[src/tpls_pkg.sv]
// shared types, codes and constants of the top-two pitch lag search
package tpls_pkg;

  localparam int MAX_LAGS_DEF = 512;
  localparam int NORM_BIAS    = 14;
  localparam int CFG_AW       = 3;
  localparam int CFG_DW       = 32;
  localparam int LOG_STEPS    = 5;

  localparam logic [1:0] OP_START  = 2'd0;
  localparam logic [1:0] OP_ENERGY = 2'd1;
  localparam logic [1:0] OP_LAG    = 2'd2;
  localparam logic [1:0] OP_NONE   = 2'd3;

  localparam logic [0:0] REG_ENERGY_SHIFT = 1'b0;

  // multiplier operand selects
  localparam logic [2:0] MUL_NONE = 3'd0;
  localparam logic [2:0] MUL_XX   = 3'd1;
  localparam logic [2:0] MUL_ND1  = 3'd2;
  localparam logic [2:0] MUL_N1E  = 3'd3;
  localparam logic [2:0] MUL_ND0  = 3'd4;
  localparam logic [2:0] MUL_N0E  = 3'd5;
  localparam logic [2:0] MUL_ENT  = 3'd6;
  localparam logic [2:0] MUL_LEV  = 3'd7;

  typedef struct packed {
    logic [1:0]         op;
    logic signed [31:0] corr_value;
    logic signed [15:0] sample_enter;
    logic signed [15:0] sample_leave;
    logic               last_lag;
  } in_item_t;

  typedef struct packed {
    logic [8:0] best_lag;
    logic [8:0] second_lag;
  } out_item_t;

  typedef struct packed {
    logic       load;
    logic       log_step;
    logic [2:0] log_idx;
    logic       start_commit;
    logic [2:0] mul_sel;
    logic       num_cap;
    logic       hold_cap;
    logic       top_upd;
    logic       eacc;
    logic       sq_cap;
    logic       slide;
    logic       out_load;
  } cmd_t;

  typedef struct packed {
    logic gt;
    logic last_lag;
  } stat_t;

endpackage

[src/top_two_pitch_lag_search.sv]
// top level of the top-two pitch lag search with its configuration register
//
//   channel  direction  transfer when            payload
//   in_      input      in_valid && !in_stall    in_item_t
//   out_     output     out_valid && !out_stall  out_item_t
//   apb      config     psel penable pwrite      energy_shift at byte address 0
//
// start item: 5-step log2 search, then commit; energy item: square, then accumulate
// lag item: a positive correlation is compared to the second, then the best, before the slide;
// one shared 16x32 multiplier is used for every square and cross product
// a final lag item then loads the result register, waiting while the last result is stalled
// reset is synchronous; the result register lets the next item in while out_stall holds
module top_two_pitch_lag_search
  import tpls_pkg::*;
#(
  parameter int MAX_LAGS = MAX_LAGS_DEF
) (
  input  logic              clk,
  input  logic              rst_n,
  input  logic              in_valid,
  input  in_item_t          in_data,
  output logic              in_stall,
  output logic              out_valid,
  input  logic              out_stall,
  output out_item_t         out_data,
  input  logic              psel,
  input  logic              penable,
  input  logic              pwrite,
  input  logic [CFG_AW-1:0] paddr,
  input  logic [CFG_DW-1:0] pwdata,
  output logic [CFG_DW-1:0] prdata,
  output logic              pready
);

  logic [3:0] energy_shift_r;
  logic       cfg_wr;
  cmd_t       cmd;
  stat_t      stat;

  assign pready = 1'b1;
  assign cfg_wr = psel && penable && pwrite && pready;

  always_ff @(posedge clk) begin
    if (!rst_n) begin
      energy_shift_r <= '0;
    end else if (cfg_wr && paddr[2] == REG_ENERGY_SHIFT) begin
      energy_shift_r <= pwdata[3:0];
    end
  end

  assign prdata = (paddr[2] == REG_ENERGY_SHIFT) ? CFG_DW'(energy_shift_r) : '0;

  tpls_ctrl u_ctrl (
    .clk       (clk),
    .rst_n     (rst_n),
    .in_valid  (in_valid),
    .in_data   (in_data),
    .in_stall  (in_stall),
    .out_valid (out_valid),
    .out_stall (out_stall),
    .stat      (stat),
    .cmd       (cmd)
  );

  tpls_datapath #(
    .MAX_LAGS (MAX_LAGS)
  ) u_datapath (
    .clk          (clk),
    .rst_n        (rst_n),
    .in_data      (in_data),
    .energy_shift (energy_shift_r),
    .cmd          (cmd),
    .stat         (stat),
    .out_data     (out_data)
  );

endmodule

[src/tpls_datapath.sv]
// datapath: item register, log2 unit, shared multiplier, energy and top-two store
module tpls_datapath
  import tpls_pkg::*;
#(
  parameter int MAX_LAGS = MAX_LAGS_DEF
) (
  input  logic      clk,
  input  logic      rst_n,
  input  in_item_t  in_data,
  input  logic [3:0] energy_shift,
  input  cmd_t      cmd,
  output stat_t     stat,
  output out_item_t out_data
);

  localparam int LAG_W = $clog2(MAX_LAGS);

  in_item_t           item_r;
  logic [31:0]        p_r;
  logic [4:0]         lg_r;
  logic signed [5:0]  norm_r;
  logic [31:0]        energy_r;
  logic signed [15:0] num0_r, num1_r;
  logic signed [31:0] den0_r, den1_r;
  logic [LAG_W-1:0]   lag0_r, lag1_r, lagc_r;
  logic signed [47:0] prod_r;
  logic signed [47:0] hold_r;
  logic signed [15:0] num_r;
  logic [31:0]        sqe_r;
  out_item_t          out_r;

  logic [4:0]         log_sh;
  logic [31:0]        p_sh;
  logic [5:0]         neg_ns;
  logic [31:0]        corr_u, shl, shr;
  logic signed [15:0] x;
  logic signed [15:0] num_cur;
  logic signed [15:0] opa;
  logic signed [31:0] opb;
  logic [31:0]        sq;
  logic [31:0]        energy_nxt;
  logic [LAG_W-1:0]   lagc_nxt;
  logic               gt;

  // binary search for the top set bit, one halving per step
  assign log_sh = 5'd16 >> cmd.log_idx;
  assign p_sh   = p_r >> log_sh;

  // normalizing shift of the correlation
  assign corr_u = item_r.corr_value;
  assign neg_ns = -norm_r;
  assign shl    = corr_u << neg_ns[4:0];
  assign shr    = corr_u >> norm_r[4:0];
  assign x      = norm_r[5] ? shl[15:0] : shr[15:0];

  assign num_cur = cmd.num_cap ? prod_r[30:15] : num_r;

  always_comb begin
    opa = x;
    opb = 32'(x);
    case (cmd.mul_sel)
      MUL_XX: begin
        opa = x;
        opb = 32'(x);
      end
      MUL_ND1: begin
        opa = num_cur;
        opb = den1_r;
      end
      MUL_N1E: begin
        opa = num1_r;
        opb = energy_r;
      end
      MUL_ND0: begin
        opa = num_r;
        opb = den0_r;
      end
      MUL_N0E: begin
        opa = num0_r;
        opb = energy_r;
      end
      MUL_ENT: begin
        opa = item_r.sample_enter;
        opb = 32'(item_r.sample_enter);
      end
      MUL_LEV: begin
        opa = item_r.sample_leave;
        opb = 32'(item_r.sample_leave);
      end
      default: begin
        opa = x;
        opb = 32'(x);
      end
    endcase
  end

  assign gt = $signed(hold_r[47:15]) > $signed(prod_r[47:15]);
  assign sq = prod_r[31:0] >> energy_shift;

  always_comb begin
    energy_nxt = energy_r + sqe_r - sq;
    if (energy_nxt[31] || energy_nxt == 32'd0) begin
      energy_nxt = 32'd1;
    end
  end

  assign lagc_nxt = (lagc_r == LAG_W'(MAX_LAGS - 1)) ? '0 : lagc_r + LAG_W'(1);

  always_ff @(posedge clk) begin
    if (cmd.load) begin
      item_r <= in_data;
      p_r    <= (in_data.corr_value > 0) ? in_data.corr_value : 32'd1;
      lg_r   <= '0;
    end else if (cmd.log_step && p_sh != 32'd0) begin
      p_r  <= p_sh;
      lg_r <= lg_r + log_sh;
    end
    if (cmd.mul_sel != MUL_NONE) begin
      prod_r <= opa * opb;
    end
    if (cmd.num_cap) begin
      num_r <= prod_r[30:15];
    end
    if (cmd.hold_cap) begin
      hold_r <= prod_r;
    end
    if (cmd.sq_cap) begin
      sqe_r <= sq;
    end
    if (cmd.out_load) begin
      out_r.best_lag   <= 9'(lag0_r);
      out_r.second_lag <= 9'(lag1_r);
    end
  end

  always_ff @(posedge clk) begin
    if (!rst_n) begin
      norm_r   <= '0;
      energy_r <= 32'd1;
      num0_r   <= -16'sd1;
      num1_r   <= -16'sd1;
      den0_r   <= '0;
      den1_r   <= '0;
      lag0_r   <= '0;
      lag1_r   <= LAG_W'(1);
      lagc_r   <= '0;
    end else if (cmd.start_commit) begin
      norm_r   <= $signed({1'b0, lg_r}) - 6'sd14;
      energy_r <= 32'd1;
      num0_r   <= -16'sd1;
      num1_r   <= -16'sd1;
      den0_r   <= '0;
      den1_r   <= '0;
      lag0_r   <= '0;
      lag1_r   <= LAG_W'(1);
      lagc_r   <= '0;
    end else begin
      if (cmd.eacc) begin
        energy_r <= energy_r + sq;
      end
      if (cmd.top_upd) begin
        if (gt) begin
          num1_r <= num0_r;
          den1_r <= den0_r;
          lag1_r <= lag0_r;
          num0_r <= num_r;
          den0_r <= energy_r;
          lag0_r <= lagc_r;
        end else begin
          num1_r <= num_r;
          den1_r <= energy_r;
          lag1_r <= lagc_r;
        end
      end
      if (cmd.slide) begin
        energy_r <= energy_nxt;
        lagc_r   <= lagc_nxt;
      end
    end
  end

  assign stat.gt       = gt;
  assign stat.last_lag = item_r.last_lag;
  assign out_data      = out_r;

  a_energy_pos: assert property (@(posedge clk) disable iff (!rst_n)
    cmd.slide |=> (energy_r != 32'd0 && !energy_r[31]))
    else $error("window energy not positive after slide");

endmodule

[src/tpls_ctrl.sv]
// controller: sequences each item through the shared datapath
module tpls_ctrl
  import tpls_pkg::*;
(
  input  logic     clk,
  input  logic     rst_n,
  input  logic     in_valid,
  input  in_item_t in_data,
  output logic     in_stall,
  output logic     out_valid,
  input  logic     out_stall,
  input  stat_t    stat,
  output cmd_t     cmd
);

  localparam logic [3:0] ST_IDLE   = 4'd0;
  localparam logic [3:0] ST_LOG    = 4'd1;
  localparam logic [3:0] ST_LOGEND = 4'd2;
  localparam logic [3:0] ST_ESQ    = 4'd3;
  localparam logic [3:0] ST_EACC   = 4'd4;
  localparam logic [3:0] ST_XX     = 4'd5;
  localparam logic [3:0] ST_N1A    = 4'd6;
  localparam logic [3:0] ST_N1B    = 4'd7;
  localparam logic [3:0] ST_C1     = 4'd8;
  localparam logic [3:0] ST_N0A    = 4'd9;
  localparam logic [3:0] ST_N0B    = 4'd10;
  localparam logic [3:0] ST_C0     = 4'd11;
  localparam logic [3:0] ST_SQE    = 4'd12;
  localparam logic [3:0] ST_SQL    = 4'd13;
  localparam logic [3:0] ST_SLIDE  = 4'd14;
  localparam logic [3:0] ST_OUT    = 4'd15;

  logic [3:0] state_r, state_nxt;
  logic [2:0] log_idx_r, log_idx_nxt;
  logic       out_valid_r, out_valid_nxt;
  logic       accept;

  assign in_stall  = (state_r != ST_IDLE);
  assign accept    = in_valid && !in_stall;
  assign out_valid = out_valid_r;

  always_comb begin
    state_nxt   = state_r;
    log_idx_nxt = log_idx_r;
    cmd         = '0;
    cmd.mul_sel = MUL_NONE;
    cmd.log_idx = log_idx_r;
    unique case (state_r)
      ST_IDLE: begin
        cmd.load    = accept;
        log_idx_nxt = '0;
        if (accept) begin
          unique case (in_data.op)
            OP_START:  state_nxt = ST_LOG;
            OP_ENERGY: state_nxt = ST_ESQ;
            OP_LAG:    state_nxt = (in_data.corr_value > 0) ? ST_XX : ST_SQE;
            default:   state_nxt = ST_IDLE;
          endcase
        end
      end
      ST_LOG: begin
        cmd.log_step = 1'b1;
        log_idx_nxt  = log_idx_r + 3'd1;
        if (log_idx_r == 3'(LOG_STEPS - 1)) begin
          state_nxt = ST_LOGEND;
        end
      end
      ST_LOGEND: begin
        cmd.start_commit = 1'b1;
        state_nxt        = ST_IDLE;
      end
      ST_ESQ: begin
        cmd.mul_sel = MUL_ENT;
        state_nxt   = ST_EACC;
      end
      ST_EACC: begin
        cmd.eacc  = 1'b1;
        state_nxt = ST_IDLE;
      end
      ST_XX: begin
        cmd.mul_sel = MUL_XX;
        state_nxt   = ST_N1A;
      end
      ST_N1A: begin
        cmd.num_cap = 1'b1;
        cmd.mul_sel = MUL_ND1;
        state_nxt   = ST_N1B;
      end
      ST_N1B: begin
        cmd.hold_cap = 1'b1;
        cmd.mul_sel  = MUL_N1E;
        state_nxt    = ST_C1;
      end
      ST_C1: begin
        state_nxt = stat.gt ? ST_N0A : ST_SQE;
      end
      ST_N0A: begin
        cmd.mul_sel = MUL_ND0;
        state_nxt   = ST_N0B;
      end
      ST_N0B: begin
        cmd.hold_cap = 1'b1;
        cmd.mul_sel  = MUL_N0E;
        state_nxt    = ST_C0;
      end
      ST_C0: begin
        cmd.top_upd = 1'b1;
        state_nxt   = ST_SQE;
      end
      ST_SQE: begin
        cmd.mul_sel = MUL_ENT;
        state_nxt   = ST_SQL;
      end
      ST_SQL: begin
        cmd.sq_cap  = 1'b1;
        cmd.mul_sel = MUL_LEV;
        state_nxt   = ST_SLIDE;
      end
      ST_SLIDE: begin
        cmd.slide = 1'b1;
        state_nxt = stat.last_lag ? ST_OUT : ST_IDLE;
      end
      ST_OUT: begin
        if (!out_valid_r || !out_stall) begin
          cmd.out_load = 1'b1;
          state_nxt    = ST_IDLE;
        end
      end
      default: state_nxt = ST_IDLE;
    endcase
  end

  always_comb begin
    out_valid_nxt = out_valid_r;
    if (cmd.out_load) begin
      out_valid_nxt = 1'b1;
    end else if (out_valid_r && !out_stall) begin
      out_valid_nxt = 1'b0;
    end
  end

  always_ff @(posedge clk) begin
    if (!rst_n) begin
      state_r     <= ST_IDLE;
      log_idx_r   <= '0;
      out_valid_r <= 1'b0;
    end else begin
      state_r     <= state_nxt;
      log_idx_r   <= log_idx_nxt;
      out_valid_r <= out_valid_nxt;
    end
  end

  a_no_overwrite: assert property (@(posedge clk) disable iff (!rst_n)
    cmd.out_load |-> !(out_valid_r && out_stall))
    else $error("result overwritten while stalled");

  a_c0_entry: assert property (@(posedge clk) disable iff (!rst_n)
    state_r == ST_C0 |-> $past(state_r) == ST_N0B)
    else $error("second compare without its products");

  a_unused_op: assert property (@(posedge clk) disable iff (!rst_n)
    (accept && in_data.op == OP_NONE) |=> state_r == ST_IDLE)
    else $error("unused op started work");

endmodule
[config.mk]
export PLATFORM = sky130hd
export DESIGN_NAME = top_two_pitch_lag_search
export DESIGN_NICKNAME = d
export VERILOG_FILES = /design/src/tpls_pkg.sv /design/src/top_two_pitch_lag_search.sv /design/src/tpls_datapath.sv /design/src/tpls_ctrl.sv
export SDC_FILE = /design/constraint.sdc
export NUM_CORES = 2
export LEC_CHECK = 0
export BUFFER_PORTS_ARGS = -buffer_cell sky130_fd_sc_hd__buf_4
export CAP_MARGIN = 20
export CORE_MARGIN = 5
export CORE_UTILIZATION = 39
export DETAILED_ROUTE_END_ITERATION = 6
export GPL_TIMING_DRIVEN = 1
export PLACE_DENSITY = 0.62
export SETUP_SLACK_MARGIN = 0.02
export SYNTH_ARGS = -nofsm -noshare
export SYNTH_HDL_FRONTEND = slang
export SYNTH_SLANG_ARGS = --single-unit
[constraint.sdc]
create_clock -name clk -period 19.2 [get_ports clk]
set_input_delay 0 -clock clk [delete_from_list [all_inputs] [get_ports clk]]
set_output_delay 0 -clock clk [all_outputs]
set_load 0.02 [all_outputs]
==> flow_metrics.env <==
export IMPL_rsz0062_at_grt="no"
export IMPL_die_x_um=349
export IMPL_clock_sinks=422
export IMPL_root_buffer="clkbuf_16"
export IMPL_critPathRequiredTime_ns=19.55
export IMPL_syn_to_final_growth_pct=10.0
export IMPL_violations="DRC"
export IMPL_antenna_found_initial=3
export IMPL_post_cts_buffers=0
export IMPL_finalCritPeriodShare=0.614
export IMPL_status="finished with violations"
export IMPL_ys_types=99
export IMPL_syn_inst=4936
export IMPL_finalHoldViolCount=0
export IMPL_tightest_slew_ns=1.19
export IMPL_synth_top_area_cell="fa_1"
export IMPL_first_pass_iters=7
export IMPL_synth_top_area_frac=0.233
export IMPL_final_core_util=0.431
export IMPL_worst_ep_arrival_time_ns=12.14
export IMPL_grt_first_pass_wirelength_um=206000
export IMPL_drive_gt1_frac=0.0794
export IMPL_yosysWarnings=0
export IMPL_synth_edff_count=228
export IMPL_cts_resized=0
export IMPL_critical_path_top_delay_family="adder cells"
export IMPL_post_synth_instance_area_um2=44700
export IMPL_wl_um=129000
export IMPL_synth_ff_type="edfxtp_1"
export IMPL_vias=35607
export IMPL_cp_max_fo=55
export IMPL_nets=5824
export IMPL_drv_slew=0
export IMPL_startpoint_type="register"
export IMPL_clk_pin_slew_ns=0.06
export IMPL_fin_worst_skew_ns=0.0382
export IMPL_max_slew_margin=0.197
export IMPL_cts_path_max_buffers=3
export IMPL_grt_max_degree=60
export IMPL_maxCapViolations=0
export IMPL_cts_buffers_inserted=48
export IMPL_gp_congestion=0.926
export IMPL_min_period_ns=11.79
export IMPL_grt_overflow_total=0
export IMPL_postSynthAreaPerCell_um2=9.06
export IMPL_drt_iter0_drc=3293
export IMPL_htreeDepth=2
export IMPL_dpl_hpwl_um=100000
export IMPL_slowest_delay_ns=1.04
export IMPL_wl_per_cell_um=19.8
export IMPL_synth_seq_area_share=0.240
export IMPL_fmax_ghz=0.0848
export IMPL_end_kind="register"
export IMPL_cts_tree="done"
export IMPL_setup_tns_ns=0
export IMPL_port_buffers=102
export IMPL_track_usage=0.212
export IMPL_hold_path_class="in -> reg"
export IMPL_antennaDiodeCount=0
export IMPL_core_um2=114000
export IMPL_synth_seq_cells=422
export IMPL_drc=1
export IMPL_worst_path_buf_inv=7
export IMPL_async_reset_ff_frac=0
export IMPL_min_delay_start="in_data[0]"
export IMPL_vias_per_cell=5.46
export IMPL_grt_pass1_vias=35440
export IMPL_rr_startpoint="u_datapath.norm_r[0]"
export IMPL_synth_most_common_cell="inv_1"
export IMPL_clock_latency_ns=0.63
export IMPL_criticalPathCategory="reg -> reg"
export IMPL_die_area_um2=122000
export IMPL_synthTopCellsByCount="757 x inv_1, 520 x fa_1, 494 x nor2_1, 476 x nand2_1, 293 x a21oi_1"
export IMPL_fp_dieH_um=349
export IMPL_final_setup_viol_count=0
export IMPL_ios=162
export IMPL_initial_core_util=0.392
export IMPL_synth_area_leaders="fa_1 23%, edfxtp_1 15%, dfxtp_1 8.7%, inv_1 6.4%, ha_1 6.2%"
export IMPL_cpMaxStageDelayCell="a222oi_1"
export IMPL_crit_start="u_datapath.norm_r[0]"
export IMPL_antenna_left=0
export IMPL_num_rows=124
==> cell families after synthesis <==
logic type,count (synthesis),synth area share
buf+inv,1057,0.0941
simple gates,1406,0.140
flops,422,0.240
other cells,2,0.000168
xor+xnor,113,0.0221
fa+ha+maj,742,0.295
compound gates,898,0.131
mux,296,0.0774
==> what timing repair did <==
item	4_1_cts	5_1_grt
hold buffers	88	0
endpoints found under the hold margin	132	0
endpoints found under the setup margin	0	0
==> worst paths after layout <==
kind	end	slack, ns	cells after the start
max	u_datapath.prod_r[47]	7.41	31
min	u_datapath.stat[0]	0.11	2
max reg2reg	u_datapath.prod_r[47]	7.41	31
min reg2reg	u_datapath.out_data[7]	0.42	0
==> through the flow <==
stage / worst slack, ns / area (um2) / instances / hold slack, ns
global placement: 7.40 / 46700 / 6346 / 0.180
CTS: 7.34 / 49200 / 6523 / 0.0726
detailed placement: 7.33 / 46700 / 6346 / 0.179
global route: 6.68 / 49200 / 6524 / 0.110
finish: 7.41 / 49200 / 6524 / 0.109
floorplan: 10.13 / 44800 / 4963 / 0.0749
==> area by class of cell <==
| type | count | area (um2) |
|---|---|---|
| multi-input cells | 3484 | 30000 |
| fillers | 11209 | 65000 |
| flip-flops and latches | 422 | 10700 |
| inverters | 763 | 2860 |
| repair buffers | 254 | 2130 |
| clock inverters | 30 | 294 |
| clock buffers | 59 | 1290 |
| well taps | 1512 | 1890 |
==> per-layer routing <==
layer	track usage	up-vias	wire, um
li1	-	16467	-
met1	0.301	17718	57100
met2	0.340	1199	59200
met3	0.0240	221	8450
met4	0.0684	2	4740
met5	0	-	13
==> state kept, by name, indices dropped and copies added, names as in the netlist, 16 cells and up <==
register and cells:
u_datapath.num0_r 16, u_datapath.den1_r 32, u_datapath.energy_r 32, u_datapath.num1_r 16, u_datapath.corr_u 32, u_datapath.prod_r 48, u_datapath.p_r 32, u_datapath.out_data 18
u_datapath.sqe_r 32, u_datapath.num_r 16, u_datapath.den0_r 32, u_datapath.item_r 32, u_datapath.hold_r 33
==> cell usage in the layout, fill, tap and decap left out, types with 55 or more instances in the layout <==
master and count:
dlygate4sd3_1 88, o21ai_0 167, buf_4 166, nor2_1 488, a21o_1 57, ha_1 222
xnor2_1 77, mux2i_1 222, inv_1 756, and2_1 55, dfxtp_1 190, nor3_1 65
edfxtp_1 228, a21oi_1 292, fa_1 520, nand3_1 56, nand2_1 475
==> worst reg2reg max path: cells and delay by family, from the launching register on <==
kind	cells	cell delay, ns
adder cells (fa/ha/maj)	8	4.39
AO/OA/AOI/OAI	10	3.82
buffers and inverters	7	1.36
AND/OR/NAND/NOR	4	1.10
multiplexers	1	0.43
flip-flops	1	0.31
XOR/XNOR	1	0.15
Power is left out: the tool's default activity adds up to more than one toggle a clock period on the data nets, which glitch-free logic cannot reach.
